<file path="config.mk">
export PLATFORM = sky130hd
export DESIGN_NAME = gyro_accel_angle_fusion_unit
export DESIGN_NICKNAME = d
export VERILOG_FILES = /design/src/hw/rtl/gaf_pkg.sv /design/src/hw/rtl/gaf_mul.sv /design/src/hw/rtl/gaf_seq.sv /design/src/hw/rtl/gyro_accel_angle_fusion_unit.sv
export SDC_FILE = /design/constraint.sdc
export NUM_CORES = 2
export LEC_CHECK = 0
export CAP_MARGIN = 20
export CORE_ASPECT_RATIO = 1.2
export CORE_MARGIN = 5
export CORE_UTILIZATION = 55
export CTS_CLUSTER_SIZE = 10
export DETAILED_ROUTE_END_ITERATION = 10
export DONT_BUFFER_PORTS = 1
export GPL_TIMING_DRIVEN = 0
export PLACE_DENSITY = 0.7
export SLEW_MARGIN = 10
export SYNTH_ARGS = -nofsm -noshare
export SYNTH_HDL_FRONTEND = slang
export SYNTH_HIERARCHICAL = 1
export SYNTH_SLANG_ARGS = --single-unit
</file>
<file path="constraint.sdc">
create_clock -name clk -period 11.7 [get_ports clk]
set_clock_uncertainty 0.2 [all_clocks]
set_input_delay 0 -clock clk [delete_from_list [all_inputs] [get_ports clk]]
set_output_delay 0 -clock clk [all_outputs]
set_load 0.01 [all_outputs]
</file>
<file path="src/hw/rtl/gaf_pkg.sv">
// gaf_pkg: shared widths, codes, control structs and the 40-bit saturation
// helper for the gyro and accelerometer angle fusion block
// no dependencies
package gaf_pkg;

  localparam int IN_W      = 16;
  localparam int ST_W      = 40;
  localparam int OP_W      = ST_W + 1;
  localparam int GAIN_W    = 24;
  localparam int GAIN_FRAC = 16;
  localparam int SPLIT     = 20;
  localparam int MUL_A_W   = SPLIT + 1;
  localparam int MUL_B_W   = GAIN_W + 1;
  localparam int PROD_W    = MUL_A_W + MUL_B_W;
  localparam int CFG_IDX_W = 3;
  localparam int SAT_IN_W  = 48;

  localparam logic signed [SAT_IN_W-1:0] SAT_HI = 48'sh007F_FFFF_FFFF;
  localparam logic signed [SAT_IN_W-1:0] SAT_LO = 48'shFF80_0000_0000;

  typedef enum logic [CFG_IDX_W-1:0] {
    CFG_ROLL_RATE_GAIN     = 3'd0,
    CFG_PITCH_RATE_GAIN    = 3'd1,
    CFG_ROLL_CORRECT_GAIN  = 3'd2,
    CFG_PITCH_CORRECT_GAIN = 3'd3,
    CFG_ROLL_BIAS_GAIN     = 3'd4,
    CFG_PITCH_BIAS_GAIN    = 3'd5
  } cfg_reg_t;

  typedef enum logic [3:0] {
    ST_IDLE,
    ST_RATE,
    ST_RG_LO,
    ST_RG_HI,
    ST_RG_FIN,
    ST_EST,
    ST_ERR,
    ST_CG_LO,
    ST_CG_HI,
    ST_CG_FIN,
    ST_BG_LO,
    ST_BG_HI,
    ST_BG_FIN,
    ST_BIAS,
    ST_OUT
  } state_t;

  typedef enum logic [2:0] {
    ALU_NONE,
    ALU_RATE,
    ALU_EST,
    ALU_ERR,
    ALU_CORR,
    ALU_BIAS
  } alu_op_t;

  typedef enum logic [1:0] {
    GSEL_RATE,
    GSEL_CORR,
    GSEL_BIAS
  } gsel_t;

  typedef struct packed {
    logic ld_lo;
    logic ld_hi;
    logic fin;
  } mul_ctrl_t;

  typedef struct packed {
    logic      in_ready;
    logic      axis;
    alu_op_t   alu_op;
    gsel_t     gsel;
    mul_ctrl_t mul;
    logic      out_load;
  } ctrl_t;

  function automatic logic signed [ST_W-1:0] sat_st(input logic signed [SAT_IN_W-1:0] v);
    logic signed [ST_W-1:0] r;
    if (v > SAT_HI) begin
      r = SAT_HI[ST_W-1:0];
    end else if (v < SAT_LO) begin
      r = SAT_LO[ST_W-1:0];
    end else begin
      r = v[ST_W-1:0];
    end
    return r;
  endfunction

endpackage

</file>
<file path="src/hw/rtl/gaf_mul.sv">
// gaf_mul: shared gain multiplier, a 40-bit value times a 24-bit gain in two
// 20-bit halves, then floor shift by the gain fraction and saturation
// depends on gaf_pkg
module gaf_mul (
  input  logic                              clk,
  input  gaf_pkg::mul_ctrl_t                ctrl,
  input  logic signed [gaf_pkg::ST_W-1:0]   x,
  input  logic        [gaf_pkg::GAIN_W-1:0] g,
  output logic signed [gaf_pkg::ST_W-1:0]   sc
);

  logic signed [gaf_pkg::MUL_A_W-1:0]  mul_a;
  logic signed [gaf_pkg::MUL_B_W-1:0]  mul_b;
  logic signed [gaf_pkg::PROD_W-1:0]   prod;
  logic signed [gaf_pkg::PROD_W-1:0]   p_r;
  logic        [gaf_pkg::SPLIT+gaf_pkg::GAIN_W-1:0] acc_r;
  logic signed [gaf_pkg::PROD_W+gaf_pkg::SPLIT-1:0] full;
  logic signed [gaf_pkg::ST_W-1:0]     sc_nxt;
  logic signed [gaf_pkg::ST_W-1:0]     sc_r;

  // low half unsigned, high half signed
  assign mul_a = ctrl.ld_lo ? $signed({1'b0, x[gaf_pkg::SPLIT-1:0]})
                            : $signed({x[gaf_pkg::ST_W-1], x[gaf_pkg::ST_W-1:gaf_pkg::SPLIT]});
  assign mul_b = $signed({1'b0, g});
  assign prod  = mul_a * mul_b;

  assign full = $signed({p_r, {gaf_pkg::SPLIT{1'b0}}})
              + $signed({{(gaf_pkg::PROD_W-gaf_pkg::GAIN_W){1'b0}}, acc_r});
  assign sc_nxt = gaf_pkg::sat_st(
      $signed(full[gaf_pkg::SAT_IN_W+gaf_pkg::GAIN_FRAC-1:gaf_pkg::GAIN_FRAC]));

  always_ff @(posedge clk) begin
    if (ctrl.ld_lo || ctrl.ld_hi) begin
      p_r <= prod;
    end
    if (ctrl.ld_hi) begin
      acc_r <= p_r[gaf_pkg::SPLIT+gaf_pkg::GAIN_W-1:0];
    end
    if (ctrl.fin) begin
      sc_r <= sc_nxt;
    end
  end

  assign sc = sc_r;

endmodule

</file>
<file path="src/hw/rtl/gaf_seq.sv">
// gaf_seq: sequencer that steps both axes through the shared adder and
// multiplier and hands the result to the output register
// depends on gaf_pkg
module gaf_seq (
  input  logic           clk,
  input  logic           rst_n,
  input  logic           in_valid,
  input  logic           out_busy,
  output gaf_pkg::ctrl_t ctrl
);

  gaf_pkg::state_t state_r, state_nxt;
  logic            axis_r, axis_nxt;

  always_ff @(posedge clk) begin
    if (!rst_n) begin
      state_r <= gaf_pkg::ST_IDLE;
      axis_r  <= 1'b0;
    end else begin
      state_r <= state_nxt;
      axis_r  <= axis_nxt;
    end
  end

  always_comb begin
    state_nxt = state_r;
    axis_nxt  = axis_r;
    case (state_r)
      gaf_pkg::ST_IDLE: begin
        if (in_valid) begin
          state_nxt = gaf_pkg::ST_RATE;
          axis_nxt  = 1'b0;
        end
      end
      gaf_pkg::ST_RATE:   state_nxt = gaf_pkg::ST_RG_LO;
      gaf_pkg::ST_RG_LO:  state_nxt = gaf_pkg::ST_RG_HI;
      gaf_pkg::ST_RG_HI:  state_nxt = gaf_pkg::ST_RG_FIN;
      gaf_pkg::ST_RG_FIN: state_nxt = gaf_pkg::ST_EST;
      gaf_pkg::ST_EST:    state_nxt = gaf_pkg::ST_ERR;
      gaf_pkg::ST_ERR:    state_nxt = gaf_pkg::ST_CG_LO;
      gaf_pkg::ST_CG_LO:  state_nxt = gaf_pkg::ST_CG_HI;
      gaf_pkg::ST_CG_HI:  state_nxt = gaf_pkg::ST_CG_FIN;
      gaf_pkg::ST_CG_FIN: state_nxt = gaf_pkg::ST_BG_LO;
      gaf_pkg::ST_BG_LO:  state_nxt = gaf_pkg::ST_BG_HI;
      gaf_pkg::ST_BG_HI:  state_nxt = gaf_pkg::ST_BG_FIN;
      gaf_pkg::ST_BG_FIN: state_nxt = gaf_pkg::ST_BIAS;
      gaf_pkg::ST_BIAS: begin
        if (axis_r) begin
          state_nxt = gaf_pkg::ST_OUT;
        end else begin
          state_nxt = gaf_pkg::ST_RATE;
          axis_nxt  = 1'b1;
        end
      end
      gaf_pkg::ST_OUT: begin
        if (!out_busy) begin
          state_nxt = gaf_pkg::ST_IDLE;
        end
      end
      default: state_nxt = gaf_pkg::ST_IDLE;
    endcase
  end

  always_comb begin
    ctrl          = '0;
    ctrl.axis     = axis_r;
    ctrl.alu_op   = gaf_pkg::ALU_NONE;
    ctrl.gsel     = gaf_pkg::GSEL_RATE;
    case (state_r)
      gaf_pkg::ST_IDLE:   ctrl.in_ready = 1'b1;
      gaf_pkg::ST_RATE:   ctrl.alu_op = gaf_pkg::ALU_RATE;
      gaf_pkg::ST_RG_LO:  ctrl.mul.ld_lo = 1'b1;
      gaf_pkg::ST_RG_HI:  ctrl.mul.ld_hi = 1'b1;
      gaf_pkg::ST_RG_FIN: ctrl.mul.fin = 1'b1;
      gaf_pkg::ST_EST:    ctrl.alu_op = gaf_pkg::ALU_EST;
      gaf_pkg::ST_ERR:    ctrl.alu_op = gaf_pkg::ALU_ERR;
      gaf_pkg::ST_CG_LO: begin
        ctrl.gsel      = gaf_pkg::GSEL_CORR;
        ctrl.mul.ld_lo = 1'b1;
      end
      gaf_pkg::ST_CG_HI: begin
        ctrl.gsel      = gaf_pkg::GSEL_CORR;
        ctrl.mul.ld_hi = 1'b1;
      end
      gaf_pkg::ST_CG_FIN: begin
        ctrl.gsel    = gaf_pkg::GSEL_CORR;
        ctrl.mul.fin = 1'b1;
      end
      // angle correction overlaps the start of the bias product
      gaf_pkg::ST_BG_LO: begin
        ctrl.gsel      = gaf_pkg::GSEL_BIAS;
        ctrl.mul.ld_lo = 1'b1;
        ctrl.alu_op    = gaf_pkg::ALU_CORR;
      end
      gaf_pkg::ST_BG_HI: begin
        ctrl.gsel      = gaf_pkg::GSEL_BIAS;
        ctrl.mul.ld_hi = 1'b1;
      end
      gaf_pkg::ST_BG_FIN: begin
        ctrl.gsel    = gaf_pkg::GSEL_BIAS;
        ctrl.mul.fin = 1'b1;
      end
      gaf_pkg::ST_BIAS:   ctrl.alu_op = gaf_pkg::ALU_BIAS;
      gaf_pkg::ST_OUT:    ctrl.out_load = !out_busy;
      default:            ctrl.in_ready = 1'b0;
    endcase
  end

`ifndef ASSERT_OFF
  a_mul_onehot: assert property (@(posedge clk) disable iff (!rst_n)
    $onehot0({ctrl.mul.ld_lo, ctrl.mul.ld_hi, ctrl.mul.fin}))
    else $error("multiplier controls overlap");
  a_lo_then_hi: assert property (@(posedge clk) disable iff (!rst_n)
    ctrl.mul.ld_lo |=> ctrl.mul.ld_hi)
    else $error("low half not followed by high half");
  a_hi_then_fin: assert property (@(posedge clk) disable iff (!rst_n)
    ctrl.mul.ld_hi |=> ctrl.mul.fin)
    else $error("high half not followed by finish");
  a_out_free: assert property (@(posedge clk) disable iff (!rst_n)
    ctrl.out_load |-> !out_busy)
    else $error("output overwritten while held");
  a_accept_start: assert property (@(posedge clk) disable iff (!rst_n)
    (ctrl.in_ready && in_valid) |=> (ctrl.alu_op == gaf_pkg::ALU_RATE && !ctrl.axis))
    else $error("accepted item did not start on roll axis");
`endif

endmodule

</file>
<file path="src/hw/rtl/gyro_accel_angle_fusion_unit.sv">
// gyro_accel_angle_fusion_unit: two-axis angle and gyro bias tracker
// a new item is accepted only in the idle state, after the previous item has stepped both axes
// through 13 sequencer steps per axis and reached the output register, sharing one saturating adder
// and one 21x25 multiplier (two passes a product)
// a held result does not block acceptance of the next item
// reset (synchronous, active low) clears gains, angle estimates, biases and the output valid flag to zero
module gyro_accel_angle_fusion_unit #(
  parameter int FRAC_BITS = 16
) (
  input  logic        clk,
  input  logic        rst_n,
  input  logic        in_tvalid,
  output logic        in_tready,
  // roll_rate, pitch_rate, accel_pitch_ref, accel_roll_ref
  input  logic [63:0] in_tdata,
  output logic        out_tvalid,
  input  logic        out_tready,
  // roll_rate_fixed, pitch_rate_fixed, pitch_angle, roll_angle
  output logic [63:0] out_tdata,
  input  logic        cfg_valid,
  output logic        cfg_ready,
  input  logic [gaf_pkg::CFG_IDX_W-1:0] cfg_index,
  input  logic [gaf_pkg::GAIN_W-1:0]    cfg_data
);

  localparam int IW = gaf_pkg::IN_W;
  localparam int SW = gaf_pkg::ST_W;
  localparam int OW = gaf_pkg::OP_W;
  localparam logic signed [OW-1:0] RND = (OW'(1) <<< FRAC_BITS) - OW'(1);

  gaf_pkg::ctrl_t ctrl;

  logic [gaf_pkg::GAIN_W-1:0] rate_gain_r [2];
  logic [gaf_pkg::GAIN_W-1:0] corr_gain_r [2];
  logic [gaf_pkg::GAIN_W-1:0] bias_gain_r [2];

  logic signed [IW-1:0] rate_r [2];
  logic signed [IW-1:0] ref_r  [2];
  logic signed [SW-1:0] est_r  [2];
  logic signed [SW-1:0] bias_r [2];
  logic signed [SW-1:0] crate_r [2];
  logic signed [SW-1:0] e_r;
  logic signed [SW-1:0] opnd_r;
  logic signed [SW-1:0] sc;

  logic                        ax;
  logic [gaf_pkg::GAIN_W-1:0]  gain;
  logic signed [OW-1:0]        a_op, b_op;
  logic                        alu_sub;
  logic signed [OW+1:0]        a_ext, b_ext, sum;
  logic signed [SW-1:0]        alu_res;

  logic        out_valid_r;
  logic [63:0] out_data_r;
  logic        out_busy;

  function automatic logic signed [OW-1:0] ext_st(input logic signed [SW-1:0] v);
    return $signed({v[SW-1], v});
  endfunction

  function automatic logic signed [OW-1:0] shift_in(input logic signed [IW-1:0] v);
    logic signed [OW-1:0] t;
    t = $signed({{(OW-IW){v[IW-1]}}, v});
    return t <<< FRAC_BITS;
  endfunction

  // truncate toward zero, then clamp to 16 bits
  function automatic logic [IW-1:0] to_out(input logic signed [SW-1:0] v);
    logic signed [OW-1:0] t;
    logic signed [OW-1:0] q;
    logic [IW-1:0]        r;
    t = ext_st(v) + (v[SW-1] ? RND : OW'(0));
    q = t >>> FRAC_BITS;
    if (q > OW'(32767)) begin
      r = 16'h7FFF;
    end else if (q < -OW'(32768)) begin
      r = 16'h8000;
    end else begin
      r = q[IW-1:0];
    end
    return r;
  endfunction

  assign ax        = ctrl.axis;
  assign in_tready = ctrl.in_ready && rst_n;
  assign cfg_ready = rst_n;
  assign out_busy  = out_valid_r && !out_tready;

  gaf_seq u_seq (
    .clk      (clk),
    .rst_n    (rst_n),
    .in_valid (in_tvalid),
    .out_busy (out_busy),
    .ctrl     (ctrl)
  );

  always_comb begin
    case (ctrl.gsel)
      gaf_pkg::GSEL_RATE: gain = rate_gain_r[ax];
      gaf_pkg::GSEL_CORR: gain = corr_gain_r[ax];
      gaf_pkg::GSEL_BIAS: gain = bias_gain_r[ax];
      default:            gain = rate_gain_r[ax];
    endcase
  end

  gaf_mul u_mul (
    .clk  (clk),
    .ctrl (ctrl.mul),
    .x    (opnd_r),
    .g    (gain),
    .sc   (sc)
  );

  // shared saturating adder
  always_comb begin
    a_op    = '0;
    b_op    = '0;
    alu_sub = 1'b0;
    case (ctrl.alu_op)
      gaf_pkg::ALU_RATE: begin
        a_op    = shift_in(rate_r[ax]);
        b_op    = ext_st(bias_r[ax]);
        alu_sub = 1'b1;
      end
      gaf_pkg::ALU_EST: begin
        a_op = ext_st(est_r[ax]);
        b_op = ext_st(sc);
      end
      gaf_pkg::ALU_ERR: begin
        a_op    = ext_st(e_r);
        b_op    = shift_in(ref_r[ax]);
        alu_sub = 1'b1;
      end
      gaf_pkg::ALU_CORR: begin
        a_op    = ext_st(e_r);
        b_op    = ext_st(sc);
        alu_sub = 1'b1;
      end
      gaf_pkg::ALU_BIAS: begin
        a_op = ext_st(bias_r[ax]);
        b_op = ext_st(sc);
      end
      default: begin
        a_op = '0;
      end
    endcase
  end

  assign a_ext   = $signed({{2{a_op[OW-1]}}, a_op});
  assign b_ext   = $signed({{2{b_op[OW-1]}}, b_op});
  assign sum     = alu_sub ? (a_ext - b_ext) : (a_ext + b_ext);
  assign alu_res = gaf_pkg::sat_st($signed({{(gaf_pkg::SAT_IN_W-OW-2){sum[OW+1]}}, sum}));

  always_ff @(posedge clk) begin
    if (!rst_n) begin
      rate_gain_r[0] <= '0;
      rate_gain_r[1] <= '0;
      corr_gain_r[0] <= '0;
      corr_gain_r[1] <= '0;
      bias_gain_r[0] <= '0;
      bias_gain_r[1] <= '0;
    end else if (cfg_valid) begin
      case (gaf_pkg::cfg_reg_t'(cfg_index))
        gaf_pkg::CFG_ROLL_RATE_GAIN:     rate_gain_r[0] <= cfg_data;
        gaf_pkg::CFG_PITCH_RATE_GAIN:    rate_gain_r[1] <= cfg_data;
        gaf_pkg::CFG_ROLL_CORRECT_GAIN:  corr_gain_r[0] <= cfg_data;
        gaf_pkg::CFG_PITCH_CORRECT_GAIN: corr_gain_r[1] <= cfg_data;
        gaf_pkg::CFG_ROLL_BIAS_GAIN:     bias_gain_r[0] <= cfg_data;
        gaf_pkg::CFG_PITCH_BIAS_GAIN:    bias_gain_r[1] <= cfg_data;
        default: begin
        end
      endcase
    end
  end

  // axis 0 is roll, axis 1 is pitch
  always_ff @(posedge clk) begin
    if (in_tvalid && in_tready) begin
      rate_r[0] <= $signed(in_tdata[15:0]);
      rate_r[1] <= $signed(in_tdata[31:16]);
      ref_r[1]  <= $signed(in_tdata[47:32]);
      ref_r[0]  <= $signed(in_tdata[63:48]);
    end
    case (ctrl.alu_op)
      gaf_pkg::ALU_RATE: begin
        crate_r[ax] <= alu_res;
        opnd_r      <= alu_res;
      end
      gaf_pkg::ALU_EST: e_r    <= alu_res;
      gaf_pkg::ALU_ERR: opnd_r <= alu_res;
      default: begin
      end
    endcase
  end

  always_ff @(posedge clk) begin
    if (!rst_n) begin
      est_r[0]  <= '0;
      est_r[1]  <= '0;
      bias_r[0] <= '0;
      bias_r[1] <= '0;
    end else begin
      case (ctrl.alu_op)
        gaf_pkg::ALU_CORR: est_r[ax]  <= alu_res;
        gaf_pkg::ALU_BIAS: bias_r[ax] <= alu_res;
        default: begin
        end
      endcase
    end
  end

  always_ff @(posedge clk) begin
    if (!rst_n) begin
      out_valid_r <= 1'b0;
    end else if (ctrl.out_load) begin
      out_valid_r <= 1'b1;
    end else if (out_tready) begin
      out_valid_r <= 1'b0;
    end
  end

  always_ff @(posedge clk) begin
    if (ctrl.out_load) begin
      out_data_r <= {to_out(est_r[0]), to_out(est_r[1]),
                     to_out(crate_r[1]), to_out(crate_r[0])};
    end
  end

  assign out_tvalid = out_valid_r;
  assign out_tdata  = out_data_r;

endmodule

</file>
### Yosys cells after proc, flatten, opt, wreduce, memory -nomap -nowiden

Memory sizes are Yosys's and may differ from the RTL's. A register that Yosys moved wholly into a read port is not among the register bits.
Cells that the tools add are included.

* register bits after elaboration: 278
* bits in writable memories: 448
* input bits: 96
* logic and storage cells: 190
* memories: 8

Memory list
* bias_r: depth 2, bits a word 40, read ports 1, clocked after memory_dff 1, write ports 2, RTL line gyro_accel_angle_fusion_unit.sv:40 `logic signed [SW-1:0] bias_r [2];`
* crate_r: depth 2, bits a word 40, read ports 2, clocked after memory_dff 0, write ports 1, RTL line gyro_accel_angle_fusion_unit.sv:41 `logic signed [SW-1:0] crate_r [2];`
* est_r: depth 2, bits a word 40, read ports 3, clocked after memory_dff 1, write ports 2, RTL line gyro_accel_angle_fusion_unit.sv:39 `logic signed [SW-1:0] est_r [2];`
* bias_gain_r: depth 2, bits a word 24, read ports 1, clocked after memory_dff 1, write ports 2, RTL line gyro_accel_angle_fusion_unit.sv:35 `logic [gaf_pkg::GAIN_W-1:0] bias_gain_r [2];`
* corr_gain_r: depth 2, bits a word 24, read ports 1, clocked after memory_dff 1, write ports 2, RTL line gyro_accel_angle_fusion_unit.sv:34 `logic [gaf_pkg::GAIN_W-1:0] corr_gain_r [2];`
* rate_gain_r: depth 2, bits a word 24, read ports 1, clocked after memory_dff 1, write ports 2, RTL line gyro_accel_angle_fusion_unit.sv:33 `logic [gaf_pkg::GAIN_W-1:0] rate_gain_r [2];`
* +2 memories

* add/subtract/negate cells: 7
* multiply operators: 1
* $lt $le $gt $ge: 12
* equal/unequal tests: 28
* multiplexer cells: 93
* bitwise operators: 6
* reductions and logical operators: 23

Operators with widths (count)
* $mux 40: 5
* $add 40x17->41: 4
* $pmux 41 s4: 1
* $mux 24: 6
* $mux 16: 8
* $pmux 41 s3: 1
* $gt 25x16->1 const B: 4
* $lt 25x16->1 const B: 4
* $reduce_or 40->1: 2
* $add 64x45->64: 1
* $mux 1: 62
* $pmux 4 s15: 1
* $gt 48x40->1 const B: 1
* $lt 48x40->1 const B: 1
* $pmux 24 s2: 1
* $mul 21x25->44: 1
* $gt 43x40->1 const B: 1
* $lt 43x40->1 const B: 1
* $mux 43: 1
* $add 41x41->42: 1
* $sub 41x41->42: 1
* $eq 4x4->1 const B: 7
* $mux 21: 1
* $reduce_or 3->1: 7
* other kinds (22): 47

### Logic depth before layout (Yosys ltp)

* word-level depth: 11
* mapped depth: 37

### Modules after synthesis

Netlist, hierarchy kept.

Modules (own cells, without submodules)
* gyro_accel_angle_fusion_unit: instances 1, cells an instance 2678, area an instance 31495.2 um2
* gaf_mul: instances 1, cells an instance 2374, area an instance 22327.7 um2
* gaf_seq: instances 1, cells an instance 61, area an instance 422.9 um2

### Worst setup path after synthesis

OpenSTA, ideal clock, no wires.

* kind: reg-to-reg
* from: register, netlist name u_seq/axis_r
* to: register u_mul/p_r[40] in the netlist's numbering, data pin
* library setup time: 0.136 ns
* arrival: 9.609 ns
* required time: 11.364 ns
* slack: 1.755 ns
* cell stages (with the launch flop): 37
* path buffers: 11
* period minus slack after synthesis: 9.945 ns
* cells stage by stage: dfxtp_1 buf_4 buf_4 buf_4 buf_4 buf_2 clkbuf_1 clkbuf_1 buf_1 buf_1 mux2i_1 a21oi_1 clkbuf_1 nand2_1 fa_1 inv_1 fa_1 inv_1 fa_1 inv_1 fa_1 fa_1 fa_1 inv_1 fa_1 inv_1 ha_1 clkbuf_1 and4_1 and3_1 nand4_1 a21oi_1 o41ai_1 o2111ai_1 a21oi_1 or4b_2 nand3_1

RTL lines
* to (signal assigned): RTL line gaf_mul.sv:34 `p_r <= prod;`
* to (decl): RTL line gaf_mul.sv:15 `logic signed [gaf_pkg::PROD_W-1:0] p_r;`

==> run metrics <==
outcome=completed; crit share post-route=98.6%; worst-margin pin slew=1.34 ns; Avg WL per Cell=26.5 um; total iterations of the first detailed-routing run=6; Worst setup SP type=flop; DRC violations left=0; Most used DFF post-synth=edfxtp_1; max-cap check violation count=0; max_slew headroom=10.1%; initial antenna violation count=7; hold crit path type=in -> reg; Yosys warning count=6; top cell type's share of synthesized area=39.0%; Via density=6.23; final cell count without fillers=6767; 1st-iter DRT viols=4182; syn nets=5925; worst setup path category=reg -> reg; main area contributors after synthesis=edfxtp_1, fa_1, ha_1; htree depth=3; Layout area overhead=12.7%; Synth area leader=edfxtp_1; Via Count=42145; postcts setup bufs=0; io pins=163; vias in the first global route=42666; Initial Utilization=55.2%; IO Port Bufs=0; Avg Synthesized Cell Area=10.6 um^2; Slew Limit Fails=0; Longest Clk Path Bufs=3; most frequent CP cell=fa_1; CTS tree=done; Horiz. Die Dim=297 um; total gr overflow=0; first-pass GRT wire length=264000 um; clk_lat worst skew=0.68 ns; # nets final=6252; mapped cell area=54200 um^2; FF+latch count, synth=710; synth unique cells=99; critical path arrival=11.86 ns; row cnt=126; final hold vios=0; DP Cell Count=6423; final core occ=62.3%; clock buffer count from CTS=84; share of flip-flops with an asynchronous set or reset=0%; post-layout min period=11.53 ns; share of layout cells above drive strength 1=6.84%; # setup viols final=0; core box area=98200 um^2; Crit path required time=12.02 ns; sequential area share after synthesis=39.2%; Root Driver=clkbuf_16; top cells by count, synth=edfxtp_1, inv_1, nand2_1, fa_1, ha_1; Fmax achieved=86.7 MHz; GPL Wtd Cong=0.999; HPWL after detailed placement=138000 um; DIE AREA=105000 um^2; Fillers=7873; Mapped Cells=5113; # clock sinks=710; Worst path slowest cell=a21oi_1; most common cell in the netlist=edfxtp_1; CP endpoint kind=flop; EDFF count, synth=704; largest net degree at the start of global routing=45; multi-input combinational cell area=29700 um^2; All-Layer GR Usage=33.7%; WL final=179000 um; FF-to-FF path depth=33; Critical Path Max Stage Delay=0.64 ns; Die H=354 um; Critical Path Fanout Max=28; register area=21300 um^2; final antenna-violating net count=0; clock transition at the registers of the reported paths=0.06 ns; Worst Hold Path Cells=4
-- final timing paths --
path                      start               end  slack, ns
setup / recovery   u_seq/axis_r     u_mul/p_r[40]       0.17
hold / removal        in_tvalid  u_seq/state_r[0]       0.10
setup reg to reg   u_seq/axis_r     u_mul/p_r[40]       0.17
hold reg to reg   u_mul/p_r[43]   u_mul/acc_r[43]       0.28
-- cell families (layout without fill, tap and decap cells) --
kind of cell	after synthesis	count (layout)	share of synthesized area, %
simple gates	1339	1339	12.3
compound gates	1068	1068	12.6
buf+inv	871	1243	6.34
fa+ha+maj	716	716	22.3
flops	710	710	39.2
mux	210	210	4.05
xor+xnor	199	199	3.23
other cells	0	2	0
-- metrics by stage --
stage	hold WS [ns]	instance area, um^2	setup slack, ns	TNS, ns
6_report	0.100	61100	0.166	0
3_3_place_gp	-0.103	55800	-2.97	-54.76
2_1_floorplan	-0.108	54200	1.76	0
4_1_cts	0.0151	61100	0.0107	0
5_1_grt	0.103	61100	-0.0125	-0.0125
3_5_place_dp	-0.104	56400	-2.54	-41.70
-- cells in the final DEF, fill, tap and decap left out, types with 104 or more instances in the layout --
master | synthesis | routed
dlygate4sd3_1 | 0 | 211
xnor2_1 | 104 | 104
edfxtp_1 | 704 | 704
and2_1 | 278 | 277
fa_1 | 418 | 418
o22ai_1 | 127 | 127
o21ai_0 | 191 | 188
nor2_1 | 187 | 186
a21oi_1 | 290 | 276
ha_1 | 298 | 298
mux2i_1 | 133 | 133
clkbuf_1 | 212 | 211
nand2_1 | 490 | 486
inv_1 | 578 | 578
-- sequential cells by signal, summed over array words and instances, names as in the netlist --
name	count
bias_gain_r	48
bias_r	80
corr_gain_r	48
crate_r	80
e_r	40
est_r	80
opnd_r	40
out_tdata	64
out_tvalid	1
rate_gain_r	48
rate_r	32
ref_r	32
u_mul/acc_r	28
u_mul/p_r	44
u_mul/sc	40
u_seq/axis_r	1
u_seq/state_r	4
-- layout make-up --
| class | instances | area share [%] |
|---|---|---|
| antenna | 2 | 0.00819 |
| buffer | 288 | 2.14 |
| clock buffer | 114 | 3.64 |
| clock inverter | 17 | 0.409 |
| inverter | 579 | 3.55 |
| multi-input combinational | 3532 | 48.6 |
| sequential | 710 | 34.8 |
| tap | 1280 | 2.62 |
| timing repair buffer | 245 | 4.22 |
-- critical path: cells and delay by family, from the launching register on --
family | cells | cell delay [ns]
flip-flops | 1 | 0.45
adder cells (fa/ha/maj) | 8 | 4.10
AO/OA/AOI/OAI | 5 | 1.71
AND/OR/NAND/NOR | 6 | 1.44
buffers and inverters | 13 | 3.23
multiplexers | 1 | 0.15
-- what timing repair did --
action,4_1_cts,5_1_grt
hold buffers,211,0
gates resized for setup,45,29
pin swaps,0,0
setup endpoints to repair,33,3
endpoints found under the hold margin,424,0
-- layer usage --
layer  track usage, %  part of all wire, %  vias to the layer above
met1             39.7                   35                    20774
met4             22.3                  8.4                        6
li1                 -                    -                    18543
met5                0                0.023                        -
met3             5.14                  7.5                      628
met2             56.9                   49                     2194
Power is left out: the tool's default activity adds up to more than one toggle a clock period on the data nets, which glitch-free logic cannot reach.
